`src/rtl/rrtd_pkg.sv`:
```
`timescale 1ns / 1ps
// ----------------------------------------------------------------------------
// rrtd_pkg: shared types for the round-robin thread dispatcher
// Status codes, slot position record and the control bundle that drives
// the row of slot cells.
// ----------------------------------------------------------------------------
package rrtd_pkg;

  localparam int unsigned DEF_TOTAL_SLOTS      = 16;
  localparam int unsigned DEF_CORES_PER_CPU    = 4;
  localparam int unsigned DEF_THREADS_PER_CORE = 2;

  // widest slot index over the supported range (up to 64 slots)
  localparam int unsigned SLOT_MAX_W   = 6;
  localparam int unsigned CORE_MAX_W   = 4;
  localparam int unsigned THREAD_MAX_W = 3;

  localparam int unsigned INTERVAL_W = 16;
  localparam int unsigned REL_W      = 4;
  localparam int unsigned PID_W      = 16;
  localparam int unsigned BASE_W     = 32;
  localparam int unsigned IN_DATA_W  = 56;
  localparam int unsigned OUT_DATA_W = 56;

  typedef enum logic [1:0] {
    STAT_IDLE       = 2'd0,
    STAT_DISPATCHED = 2'd1,
    STAT_NO_SLOT    = 2'd2,
    STAT_EMPTY      = 2'd3
  } status_t;

  typedef enum logic {
    ACT_TICK    = 1'b0,
    ACT_RELEASE = 1'b1
  } action_t;

  typedef enum logic {
    S_IDLE = 1'b0,
    S_SCAN = 1'b1
  } state_t;

  typedef struct packed {
    logic [SLOT_MAX_W-1:0]   flat;
    logic [SLOT_MAX_W-1:0]   cpu;
    logic [CORE_MAX_W-1:0]   core;
    logic [THREAD_MAX_W-1:0] thread;
  } slot_pos_t;

  typedef struct packed {
    logic                  scan;
    logic                  load;
    logic [SLOT_MAX_W-1:0] start_slot;
    logic                  rel_en;
    logic [REL_W-1:0]      rel_slot;
  } cell_ctrl_t;

  // step to the next slot, keeping cpu / core / thread in step with it
  function automatic slot_pos_t pos_advance(slot_pos_t p, int total, int cores, int threads);
    slot_pos_t n;
    n = p;
    if (int'(p.flat) == total - 1) begin
      n = '0;
    end else begin
      n.flat = p.flat + 6'd1;
      if (int'(p.thread) == threads - 1) begin
        n.thread = '0;
        if (int'(p.core) == cores - 1) begin
          n.core = '0;
          n.cpu  = p.cpu + 6'd1;
        end else begin
          n.core = p.core + 4'd1;
        end
      end else begin
        n.thread = p.thread + 3'd1;
      end
    end
    return n;
  endfunction

endpackage

```
`src/rtl/rrtd_cell.sv`:
```
`timescale 1ns / 1ps
// ----------------------------------------------------------------------------
// rrtd_cell: one hardware thread slot
// Holds the slot busy flag and one stage of the circulating search token.
// ----------------------------------------------------------------------------
module rrtd_cell
  import rrtd_pkg::*;
#(
  parameter int unsigned IDX = 0
) (
  input  logic       clk,
  input  logic       rst,
  input  cell_ctrl_t ctrl,
  input  logic       token_in,
  output logic       token_out,
  output logic       hit
);

  logic busy;
  logic token;

  assign hit       = ctrl.scan && token && !busy;
  assign token_out = token;

  always_ff @(posedge clk) begin
    if (rst) begin
      busy  <= 1'b0;
      token <= 1'b0;
    end else begin
      if (hit) begin
        busy <= 1'b1;
      end else if (ctrl.rel_en &&
                   ({{(SLOT_MAX_W-REL_W){1'b0}}, ctrl.rel_slot} == SLOT_MAX_W'(IDX))) begin
        busy <= 1'b0;
      end
      if (ctrl.load) begin
        token <= (ctrl.start_slot == SLOT_MAX_W'(IDX));
      end else if (ctrl.scan) begin
        token <= token_in;
      end
    end
  end

endmodule

```
`src/rtl/round_robin_thread_dispatcher.sv`:
```
`timescale 1ns / 1ps
// ----------------------------------------------------------------------------
// round_robin_thread_dispatcher: interval timer and round-robin slot grant
// Counts tick requests and, at each interval, grants the ready queue head
// to the next free hardware thread slot.
// ----------------------------------------------------------------------------
// Usage:
//   s_* carries one request: tuser = action (0 tick, 1 release), tdata holds
//   release_slot, queue_nonempty, head_pid and head_table_base. Every request
//   yields exactly one response on m_*: tuser = status, tdata = slot fields
//   and the granted pid / page-table base.
//   cfg_we / cfg_wdata write the dispatch interval; write it only while idle.
//   Release and non-dispatching tick requests finish in the accept cycle; their
//   response passes through the holding register into the output register,
//   which raises m_tvalid. A dispatching tick circulates a search token along
//   the ring of slot cells, one slot per cycle, until a free slot is hit or
//   the whole ring has been walked; no request is taken while a scan runs.
//   A finished response waits in a holding register while the output register
//   is stalled by m_tready, so one further request can still be taken.
//   Reset frees all slots, clears the tick count and search start, and sets
//   the interval to 1; no clearing pass is needed.
// ----------------------------------------------------------------------------
module round_robin_thread_dispatcher
  import rrtd_pkg::*;
#(
  parameter int unsigned TOTAL_SLOTS      = DEF_TOTAL_SLOTS,
  parameter int unsigned CORES_PER_CPU    = DEF_CORES_PER_CPU,
  parameter int unsigned THREADS_PER_CORE = DEF_THREADS_PER_CORE
) (
  input  logic                  clk,
  input  logic                  rst,
  input  logic                  cfg_we,
  input  logic [INTERVAL_W-1:0] cfg_wdata,
  input  logic                  s_tvalid,
  output logic                  s_tready,
  // release_slot[3:0], queue_nonempty[4], head_pid[20:5], head_table_base[52:21]
  input  logic [IN_DATA_W-1:0]  s_tdata,
  // action[0]
  input  logic [0:0]            s_tuser,
  output logic                  m_tvalid,
  input  logic                  m_tready,
  // flat_slot[3:0], cpu_number[4], core_number[6:5], thread_number[7],
  // granted_pid[23:8], granted_table_base[55:24]
  output logic [OUT_DATA_W-1:0] m_tdata,
  // status[1:0]
  output logic [1:0]            m_tuser
);

  localparam int unsigned STEP_W = (TOTAL_SLOTS > 1) ? $clog2(TOTAL_SLOTS) : 1;

  state_t                state, state_next;
  logic [INTERVAL_W-1:0] dispatch_interval;
  logic [INTERVAL_W-1:0] tick_count;
  logic [INTERVAL_W-1:0] tick_next;
  slot_pos_t             search_start;
  slot_pos_t             pos;
  logic [STEP_W-1:0]     step;
  logic [PID_W-1:0]      pid;
  logic [BASE_W-1:0]     base;

  logic                  res_valid;
  status_t               res_status;
  logic [OUT_DATA_W-1:0] res_data;

  cell_ctrl_t            ctrl;
  logic [TOTAL_SLOTS-1:0] token_vec;
  logic [TOTAL_SLOTS-1:0] hit_vec;

  logic       accept, is_release, fire, start_scan, any_hit, last_step, scan_done, load_out;
  logic       in_nonempty;
  logic [REL_W-1:0] in_rel;

  assign in_rel      = s_tdata[3:0];
  assign in_nonempty = s_tdata[4];

  assign accept     = s_tvalid && s_tready;
  assign is_release = (action_t'(s_tuser[0]) == ACT_RELEASE);
  assign tick_next  = tick_count + 16'd1;
  assign fire       = accept && !is_release && (tick_next == dispatch_interval);
  assign start_scan = fire && in_nonempty;
  assign any_hit    = |hit_vec;
  assign last_step  = (step == STEP_W'(TOTAL_SLOTS - 1));
  assign scan_done  = (state == S_SCAN) && (any_hit || last_step);
  assign load_out   = res_valid && (!m_tvalid || m_tready);

  // next state
  always_comb begin
    state_next = state;
    unique case (state)
      S_IDLE: if (start_scan) state_next = S_SCAN;
      S_SCAN: if (scan_done) state_next = S_IDLE;
      default: state_next = S_IDLE;
    endcase
  end

  // outputs of the controller
  always_comb begin
    s_tready        = (state == S_IDLE) && (!res_valid || load_out);
    ctrl.scan       = (state == S_SCAN);
    ctrl.load       = start_scan;
    ctrl.start_slot = search_start.flat;
    ctrl.rel_en     = accept && is_release;
    ctrl.rel_slot   = in_rel;
  end

  // ring of slot cells, token moves one slot per cycle while scanning
  for (genvar i = 0; i < TOTAL_SLOTS; i++) begin : g_cell
    rrtd_cell #(
      .IDX(i)
    ) u_cell (
      .clk      (clk),
      .rst      (rst),
      .ctrl     (ctrl),
      .token_in (token_vec[(i + TOTAL_SLOTS - 1) % TOTAL_SLOTS]),
      .token_out(token_vec[i]),
      .hit      (hit_vec[i])
    );
  end

  always_ff @(posedge clk) begin
    if (rst) begin
      state             <= S_IDLE;
      dispatch_interval <= 16'd1;
      tick_count        <= '0;
      search_start      <= '0;
      res_valid         <= 1'b0;
      m_tvalid          <= 1'b0;
    end else begin
      state <= state_next;
      if (cfg_we) begin
        dispatch_interval <= cfg_wdata;
      end
      if (accept && !is_release) begin
        tick_count <= fire ? '0 : tick_next;
      end
      if (scan_done && any_hit) begin
        search_start <= pos_advance(pos, TOTAL_SLOTS, CORES_PER_CPU, THREADS_PER_CORE);
      end
      if ((accept && !start_scan) || scan_done) begin
        res_valid <= 1'b1;
      end else if (load_out) begin
        res_valid <= 1'b0;
      end
      if (load_out) begin
        m_tvalid <= 1'b1;
      end else if (m_tready) begin
        m_tvalid <= 1'b0;
      end
    end
  end

  // scan position, request payload and result registers
  always_ff @(posedge clk) begin
    if (start_scan) begin
      pos  <= search_start;
      step <= '0;
      pid  <= s_tdata[20:5];
      base <= s_tdata[52:21];
    end else if (state == S_SCAN) begin
      pos  <= pos_advance(pos, TOTAL_SLOTS, CORES_PER_CPU, THREADS_PER_CORE);
      step <= step + 1'b1;
    end
    if (accept && !start_scan) begin
      res_status <= fire ? STAT_EMPTY : STAT_IDLE;
      res_data   <= '0;
    end else if (scan_done) begin
      if (any_hit) begin
        res_status <= STAT_DISPATCHED;
        res_data   <= {base, pid, pos.thread[0], pos.core[1:0], pos.cpu[0], pos.flat[3:0]};
      end else begin
        res_status <= STAT_NO_SLOT;
        res_data   <= '0;
      end
    end
    if (load_out) begin
      m_tuser <= res_status;
      m_tdata <= res_data;
    end
  end

`ifndef SYNTH
  a_one_hit: assert property (@(posedge clk) disable iff (rst) $onehot0(hit_vec))
    else $error("more than one slot cell granted in one cycle");

  a_hit_only_scan: assert property (@(posedge clk) disable iff (rst)
    any_hit |-> state == S_SCAN)
    else $error("slot grant outside a scan");

  a_token_single: assert property (@(posedge clk) disable iff (rst)
    state == S_SCAN |-> $onehot(token_vec))
    else $error("search token lost or duplicated during scan");

  a_no_accept_scan: assert property (@(posedge clk) disable iff (rst)
    state == S_SCAN |-> !s_tready)
    else $error("request accepted while a scan is running");

  a_res_kept: assert property (@(posedge clk) disable iff (rst)
    res_valid && m_tvalid && !m_tready |=> res_valid)
    else $error("held response dropped while output stalled");
`endif

endmodule
```
`config.mk`:
```
export PLATFORM = sky130hd
export DESIGN_NAME = round_robin_thread_dispatcher
export DESIGN_NICKNAME = d
export VERILOG_FILES = /design/src/rtl/rrtd_pkg.sv /design/src/rtl/rrtd_cell.sv /design/src/rtl/round_robin_thread_dispatcher.sv
export SDC_FILE = /design/constraint.sdc
export NUM_CORES = 1
export LEC_CHECK = 0
export BUFFER_PORTS_ARGS = -buffer_cell sky130_fd_sc_hd__buf_2
export CAP_MARGIN = 30
export CORE_ASPECT_RATIO = 0.8
export CORE_UTILIZATION = 52
export CTS_CLUSTER_SIZE = 30
export DETAILED_ROUTE_END_ITERATION = 16
export GPL_ROUTABILITY_DRIVEN = 0
export GPL_TIMING_DRIVEN = 0
export PLACE_DENSITY = 0.8
export SYNTH_ARGS = -nofsm -noshare
export SYNTH_HDL_FRONTEND = slang
export SYNTH_SLANG_ARGS = --single-unit
```
`constraint.sdc`:
```
create_clock -name clk -period 5.2 [get_ports clk]
set_clock_uncertainty 0.15 [all_clocks]
set_input_delay 0.52 -clock clk [delete_from_list [all_inputs] [get_ports clk]]
set_output_delay 0.52 -clock clk [all_outputs]
set_load 0.03 [all_outputs]
```
==> results by group <==
Timing
  – Number of hold violations in the final report: 0
  – Final Cycle Share: 79.8%
  – Min Tclk post-route: just over 4 ns
  – Count of pins over their slew limit: 0
  – Final setup fails: 0
  – Highest Clock Rate: roughly 240 MHz
  – Max-slew headroom: about a third
  – Worst-Margin Slew: about 0.96 ns
  – RSZ-0062 raised after global routing: no
  – Final setup margin: around 1.1 ns
  – Total Neg Setup Slack: 0 ns

Yosys
  – Syn_nets: between 900 and 1000
  – Post-synth top cells: dfxtp_1 (141), edfxtp_1 (122), nor2_1 (85)
  – Post-Syn Instances: 836
  – Synth Area per Inst: between 10 and 15 um2
  – Synth warnings: 0
  – Mapped Area: 10200 um2
  – Synth top area cells: edfxtp_1 (36%), dfxtp_1 (28%), mux2i_1 (4.4%)
  – Netlist cell types: between 50 and 60
  – Sequential share of the synthesized area: a little under two thirds
  – Most common cell in the synthesized netlist: dfxtp_1
  – Post-synth EDFFs: between 100 and 150
  – Ys flop type: dfxtp_1
  – Biggest area consumer among synthesized cells: edfxtp_1
  – Top cell type's share of synthesized area: between 30% and 40%
  – Synthesized flop and latch total: 263
  – Async set or reset register ratio after synthesis: 0%

Cells and area
  – Nets: 1080
  – Layout Cells excl Fill: 1275
  – Post-layout util: ~63%
  – Area grow syn2layout: 18.2%
  – Finished Cell Area: roughly 12000 um2
  – Fraction of layout cells with a size suffix above 1: 20.1%

Clock network
  – Setup Buffers After CTS: 0
  – Hold_buf cts: 0
  – TritonCTS buffer count: 25
  – CTS clk-pin slew, worst paths: around 0.070 ns
  – Clk sinks: around 260
  – Worst-skew pair later-pin latency: ~0.52 ns
  – Clk root buf: clkbuf_16
  – CTS tree: done
  – H-tree depth: 1
  – Max clock buf depth: 3
  – Post-cts repair resize count: 0

Place
  – Inst Count DP: 1229
  – Buffers on Ports: approximately 130
  – Pre-CTS setup slack: ~0.97 ns
  – Placed Area: approximately 11000 um2
  – DP HPWL: around 16 mm

Floorplanning
  – Die W: between 150 and 200 um
  – Cell Rows: 45
  – Initial core utilization: 53.5%
  – Total I/O pin count: roughly 140
  – Core area: around 19000 um2
  – Total Die Area: 20200 um2
  – Die Y: around 130 um

Worst hold path
  – Hold Crit Start: s_tdata[20]
  – Hold path endpoint: pid[15]$_DFFE_PP_
  – HP Class: input port to flop
  – Hold path cells: 1

Global routing
  – GRT Residual Overflow: 0
  – Tot GR Track Use: 23.1%
  – Initial antenna violation count: 1
  – First-pass GRT wire length: roughly 36 mm
  – Vias in the first global route: approximately 6800
  – Largest net degree at the start of global routing: 33

Worst setup path
  – Worst EP required: 5.26 ns
  – Maximum fanout along the worst path: 27
  – Crit path launch type: flop
  – Crit Reg-Reg Endpoint: pid[6]$_DFFE_PP_
  – Crit path DAT: around 4.2 ns
  – RR Startpoint: tick_count[0]$_SDFFE_PP0P_
  – FF-to-FF setup slack: ~1.1 ns
  – Critical Path End Type: flop
  – Worst reg2reg path depth: 9
  – Critical path type: flop to flop

Pwr
  – Power per cell area: between 300 and 400 nW/um2
  – Pleak: roughly 4.5 nW
  – Worst vdd ir: 0.232 mV

Routing
  – Routed WL: about 23 mm
  – Via count: ~7300
  – Routed length per instance: between 15 and 20 um
  – First-pass detailed-route iteration total: 5
  – Vias/cell: around 5.8
  – Residual DRC: 0
  – Initial DRC Count: 669
  – Antenna-violating nets left: 0

Run
  – Max cap viols: 0

Outcome
  – Status: completed
worst max path at each step:
stage	start	end	slack (ns)	cells after the start
after floorplan	tick_count[6]$_SDFFE_PP0P_	base[0]$_DFFE_PP_	0.18	9
after global placement	m_tready	pid[1]$_DFFE_PP_	-1.41	8
after detailed placement	m_tready	pid[8]$_DFFE_PP_	0.97	9
after CTS	tick_count[0]$_SDFFE_PP0P_	pid[8]$_DFFE_PP_	1.08	9
after global routing	tick_count[0]$_SDFFE_PP0P_	base[1]$_DFFE_PP_	0.80	9
final	tick_count[0]$_SDFFE_PP0P_	pid[6]$_DFFE_PP_	1.05	9
placed cells by master (no fill, tap or decap), drive strengths merged, types with 7 or more instances in the layout:
cell / count
or4: 10
nor2b: 14
and3: 10
a21oi: 41
mux2: 12
xnor2: 13
mux2i: 45
edfxtp: 122
clkinv: 7
clkbuf: 62
nand2b: 8
o31ai: 12
nand3: 22
buf: 156
nor3: 10
o21ai: 30
nand2: 25
xor2: 20
a22o: 50
inv: 21
nand4: 11
dfxtp: 141
nor2: 85
a311oi: 16
state kept, by name, summed over array words and instances (netlist names):
register	cells
base	32
ctrl	6
dispatch_interval	16
g_cell.u_cell.busy	16
g_cell.u_cell.token_out	16
m_tdata	56
m_tuser	2
m_tvalid	1
pid	16
pos	14
res_data	56
res_status	2
res_valid	1
search_start	8
state	1
step	4
tick_count	16
where the power goes:
group / internal [mW] / leakage [nW] / switching, mW
clock: 1.05 / 0.398 / 0.747
combinational: 0.0854 / 1.81 / 0.152
sequential: 2.21 / 2.28 / 0.0291
area by class of cell:
type	instances	area [um2]
timing repair buffer	135	706
clock inverter	12	144
antenna	1	2.50
clock buffer	33	666
fill	1433	7010
buffer	50	238
tap	258	323
inverter	19	71.3
sequential	263	6490
multi-input combinational	504	3440
cell families after synthesis:
kind of cell / count (synthesis) / synth area share [%]
DFF: 263 / 63.5
and+or+nand+nor: 225 / 11.4
AOI/OAI and AO/OA: 185 / 13.0
buffers and inverters: 69 / 3.03
muxes: 57 / 5.73
xor gates and xnor gates: 33 / 2.83
adders and majority gates: 4 / 0.490
critical path, stage by stage (launching register included):
cell and delay, ns:
dfxtp_1 0.45, ha_1 0.33, nand3_1 0.25, o21ai_0 0.26
nand4_1 0.16, a2111oi_0 0.49, or4b_1 0.48, clkbuf_1 0.30
nor2_4 0.68, buf_12 0.28
per-layer routing:
metal | wire [um] | track usage, % | vias up | part of all wire (%)
li1 | - | - | 3446 | -
met1 | 10400 | 32.8 | 3559 | 45
met2 | 10800 | 36.6 | 297 | 46
met3 | 1600 | 3.73 | 40 | 6.8
met4 | 500 | 6.33 | 0 | 2.1
met5 | 0 | 0 | - | 0
per-stage QoR:
step / power, mW / hold slack (ns)
6_report: 4.28 / 0.0298
5_1_grt: 4.40 / 0.0132
3_5_place_dp: 2.52 / 0.261
2_1_floorplan: 2.42 / 0.250
3_3_place_gp: 2.51 / 0.254
4_1_cts: 4.30 / 0.0168
(Power assumes the default switching activity.)
